[src/sv/glts_pkg.sv]
// ----------------------------------------------------------------------------
// glts_pkg : shared types and constants of the timestamp synchroniser
// Item structures, status codes, register indexes and derived widths.
// ----------------------------------------------------------------------------
`timescale 1ns / 1ps
`default_nettype none

package glts_pkg;

  localparam int MAX_SENSORS       = 5;
  localparam int FRAMES_PER_SENSOR = 4096;
  localparam int TIME_BITS         = 48;

  localparam int SEN_W  = $clog2(MAX_SENSORS);
  localparam int IDX_W  = $clog2(FRAMES_PER_SENSOR);
  localparam int CNT_W  = $clog2(FRAMES_PER_SENSOR + 1);
  localparam int MEM_DEPTH = MAX_SENSORS * FRAMES_PER_SENSOR;
  localparam int ADDR_W = $clog2(MEM_DEPTH);

  localparam int LIMIT_W = 34;
  localparam int CFG_W   = 34;

  // Result status codes.
  localparam logic [2:0] ST_PAIR     = 3'd0;
  localparam logic [2:0] ST_FIRST    = 3'd1;
  localparam logic [2:0] ST_BAD_QUAL = 3'd2;
  localparam logic [2:0] ST_THROTTLE = 3'd3;
  localparam logic [2:0] ST_NO_MATCH = 3'd4;

  // Configuration register indexes.
  localparam logic [1:0] CFG_STD_LIMIT = 2'd0;
  localparam logic [1:0] CFG_WINDOW    = 2'd1;
  localparam logic [1:0] CFG_THROTTLE  = 2'd2;
  localparam logic [1:0] CFG_ENABLE    = 2'd3;

  typedef struct packed {
    logic                 mode;
    logic [2:0]           sensor_id;
    logic [TIME_BITS-1:0] event_time;
    logic [15:0]          std_east;
    logic [15:0]          std_north;
    logic [15:0]          std_up;
  } in_item_t;

  typedef struct packed {
    logic [2:0]           status;
    logic [2:0]           out_sensor;
    logic [11:0]          frame_index;
    logic [TIME_BITS-1:0] held_time;
    logic [TIME_BITS-1:0] next_time;
    logic                 last;
  } out_item_t;

  typedef struct packed {
    logic                 a_lt_b;
    logic                 b_lt_a;
    logic [TIME_BITS-1:0] diff;
  } cmp_res_t;

endpackage

`default_nettype wire

[src/sv/glts_absdiff.sv]
// ----------------------------------------------------------------------------
// glts_absdiff : shared time compare unit
// Orders two timestamps and gives their absolute difference.
// ----------------------------------------------------------------------------
`timescale 1ns / 1ps
`default_nettype none

module glts_absdiff (
  input  wire logic [glts_pkg::TIME_BITS-1:0] a,
  input  wire logic [glts_pkg::TIME_BITS-1:0] b,
  output glts_pkg::cmp_res_t                 res
);

  logic [glts_pkg::TIME_BITS:0] d;

  always_comb begin
    d          = {1'b0, a} - {1'b0, b};
    res.a_lt_b = d[glts_pkg::TIME_BITS];
    res.diff   = res.a_lt_b ? (b - a) : d[glts_pkg::TIME_BITS-1:0];
    res.b_lt_a = !res.a_lt_b && (d[glts_pkg::TIME_BITS-1:0] != '0);
  end

endmodule

`default_nettype wire

[config.mk]
export PLATFORM = sky130hd
export DESIGN_NAME = glts_absdiff
export DESIGN_NICKNAME = d
export VERILOG_FILES = /design/src/sv/glts_pkg.sv /design/src/sv/glts_absdiff.sv
export SDC_FILE = /design/constraint.sdc
export NUM_CORES = 1
export LEC_CHECK = 0
export BUFFER_PORTS_ARGS = -buffer_cell sky130_fd_sc_hd__buf_4
export CAP_MARGIN = 10
export CORE_MARGIN = 1.5
export CORE_UTILIZATION = 45
export DETAILED_ROUTE_END_ITERATION = 10
export PLACE_DENSITY = 0.79
export SLEW_MARGIN = 20
export SYNTH_ARGS = -nofsm -noshare
export SYNTH_HDL_FRONTEND = slang
export SYNTH_SLANG_ARGS = --single-unit
[constraint.sdc]
create_clock -name vclk -period 6.2
set_input_delay 0.93 -clock vclk [all_inputs]
set_output_delay 0.93 -clock vclk [all_outputs]
set_load 0.05 [all_outputs]
==> metrics.cfg <==
[sta]
hold_viol_final=0
period_share_pct=96.92
hold-worst-slack_ns=2.366
min_period_ns=6.009
setup_viol=0
worst_slew_pin_slew_ns=0.6275
setup_tns_ns=0
slew-limit-headroom_pct=57.88
drv_slew=0
max_freq_mhz=166.4
rsz0062_at_grt=no

[floorplanning]
start_util_pct=46.32
dieArea_um2=15130
die_width_um=123
pin_count=146
die_y_um=123
rows=43
core_um2=13990

[logic_synthesis]
synth_area_um2=6480
synth_cell_types=88
synth-seq-area-share_pct=0
avgSynthCellArea_um2=6.872
ys_top_cells_by_area=ha_1 (18%), a21oi_1 (7.6%), inv_1 (6.9%)
yosys_warnings=0
synthTopCellsByCount=inv_1 (119), a21oi_1 (98), ha_1 (95)
syn-num-nets=1136
synthMostInstantiatedCell=inv_1
synth_top_cell_by_area=ha_1
syn_inst=943
yosysTopAreaCellShare_pct=18.34

[place]
dpl_cell_area_um2=7825
gp_congestion=1.010
hpwl_mm=18.05
io_buffers=146

[clock_network]
hold_buffers=0
cts_setup_buffers=0

[drt]
drc=0
drt-wirelength-per-cell_um=16.77
dr.pass1.iters=6
routed_wl_mm=21.31
ant_nets=0
vias=7442
via_per_inst=5.855
first_iter_violations=641

[worst_setup_path]
crit_type=input pin to output pin
end_kind=output pin
startpoint_type=input pin
crit_fanout=3
worstPathRequired_ns=5.27
arrival_ns=5.08

[min_path]
min_to=res[0]
min_from=b[0]
hold_path_depth=4
worstHoldPathType=input pin to output pin

[global_route]
first_global_vias=6977
grt_max_degree=25
grt_pass1_wl_mm=33.78
grt_util_all_layers_pct=27.18
use_met3_pct=1.430
use_met2_pct=46.28
antenna_found_initial=0
busiest_layer=met2
overflow=0
use_met1_pct=38.62

[layout]
nFillCells=1390
nClkBuffers=0
seq_cells=0
fin_area_um2=7840
regArea_um2=0
area_growth_pct=20.99
diodes=0
final_nets=1286
post_route_cells_drive_above_1_share_pct=23.10

[status]
status=completed

[power_and_ir_drop]
total_power_mw=1.367
p_leak_nw=3.935
ir_worst_vdd_uv=159.0
powerDensity_nw_per_um2=174.4

[job]
max-cap-violations=0

## worst max-delay path by stage
stage	to	slack, ns	from	cells after the start
final	res[48]	0.19	a[0]	16
after global routing	res[48]	0.007	a[0]	16
after CTS	res[48]	0.12	a[0]	16
after detailed placement	res[48]	0.13	a[0]	16
after global placement	res[48]	0.15	a[0]	16
after floorplan	res[30]	0.15	a[0]	17
## metal layers
metal / routed length, µm / vias up
li1: - / 3650
met1: 9703 / 3424
met2: 9834 / 342
met3: 1479 / 26
met4: 296 / 0
met5: 0 / -
## worst max-delay path, cell delays in order
cell and delay, ns:
buf_4 0.08, inv_1 0.03, ha_1 0.21, fa_2 0.38, nor2b_4 0.14, o21bai_2 0.09, a31o_4 0.25, and2_4 0.18
o21ai_4 0.18, mux2_4 0.31, or4_1 0.49, or4_1 0.41, or4_1 0.40, or4_1 0.41, o41a_1 0.36, buf_4 0.21
## where the power goes
part / internal, mW / leakage, nW / switching, mW
clock network: 0 / 0 / 0
registers: 0 / 0 / 0
logic: 0.482 / 3.94 / 0.885
total: 0.482 / 3.94 / 0.885
## cell usage in the layout (no fill, tap or decap), drive strengths merged, types with 12 or more instances in the layout
cell type / count
buf: 199
inv: 119
a21oi: 108
ha: 95
o21ai: 76
nand2: 72
nor2: 55
xnor2: 50
a21o: 39
nand4: 27
xor2: 26
o21bai: 22
a31oi: 16
mux2i: 15
nor3: 12
## what timing repair did
action	CTS	global route
setup endpoints to repair	0	1
gates resized for setup	0	3
endpoints found under the hold margin	0	0
## per-stage QoR
stage | util, % | std cells | worst slack [ns]
floorplan | - | 943 | 0.1504
global placement | 55.94 | 1271 | 0.1548
detailed placement | 55.94 | 1271 | 0.1278
CTS | 55.94 | 1271 | 0.1160
global route | 56.05 | 1271 | 0.006749
finish | 56.05 | 1271 | 0.1910
## final cells by class
| cell class | instances | area, µm² | area share [%] |
|---|---|---|---|
| inverters | 119 | 446.7 | 5.697 |
| multi-input cells | 773 | 5674 | 72.37 |
| well taps | 180 | 225.2 | 2.873 |
| repair buffers | 199 | 1494 | 19.06 |
## kinds of logic (layout without fill, tap and decap cells)
kind of cell               Yosys count  count (layout)  share of synthesized area, %
AOI/OAI and AO/OA                  349             349                         36.65
adders and majority gates           97              97                         18.96
and+or+nand+nor                    234             234                         18.50
muxes                               17              17                         2.722
xor gates and xnor gates            76              76                         10.27
buffers and inverters              170             318                         12.90
Power figures use the tool's default switching activity.
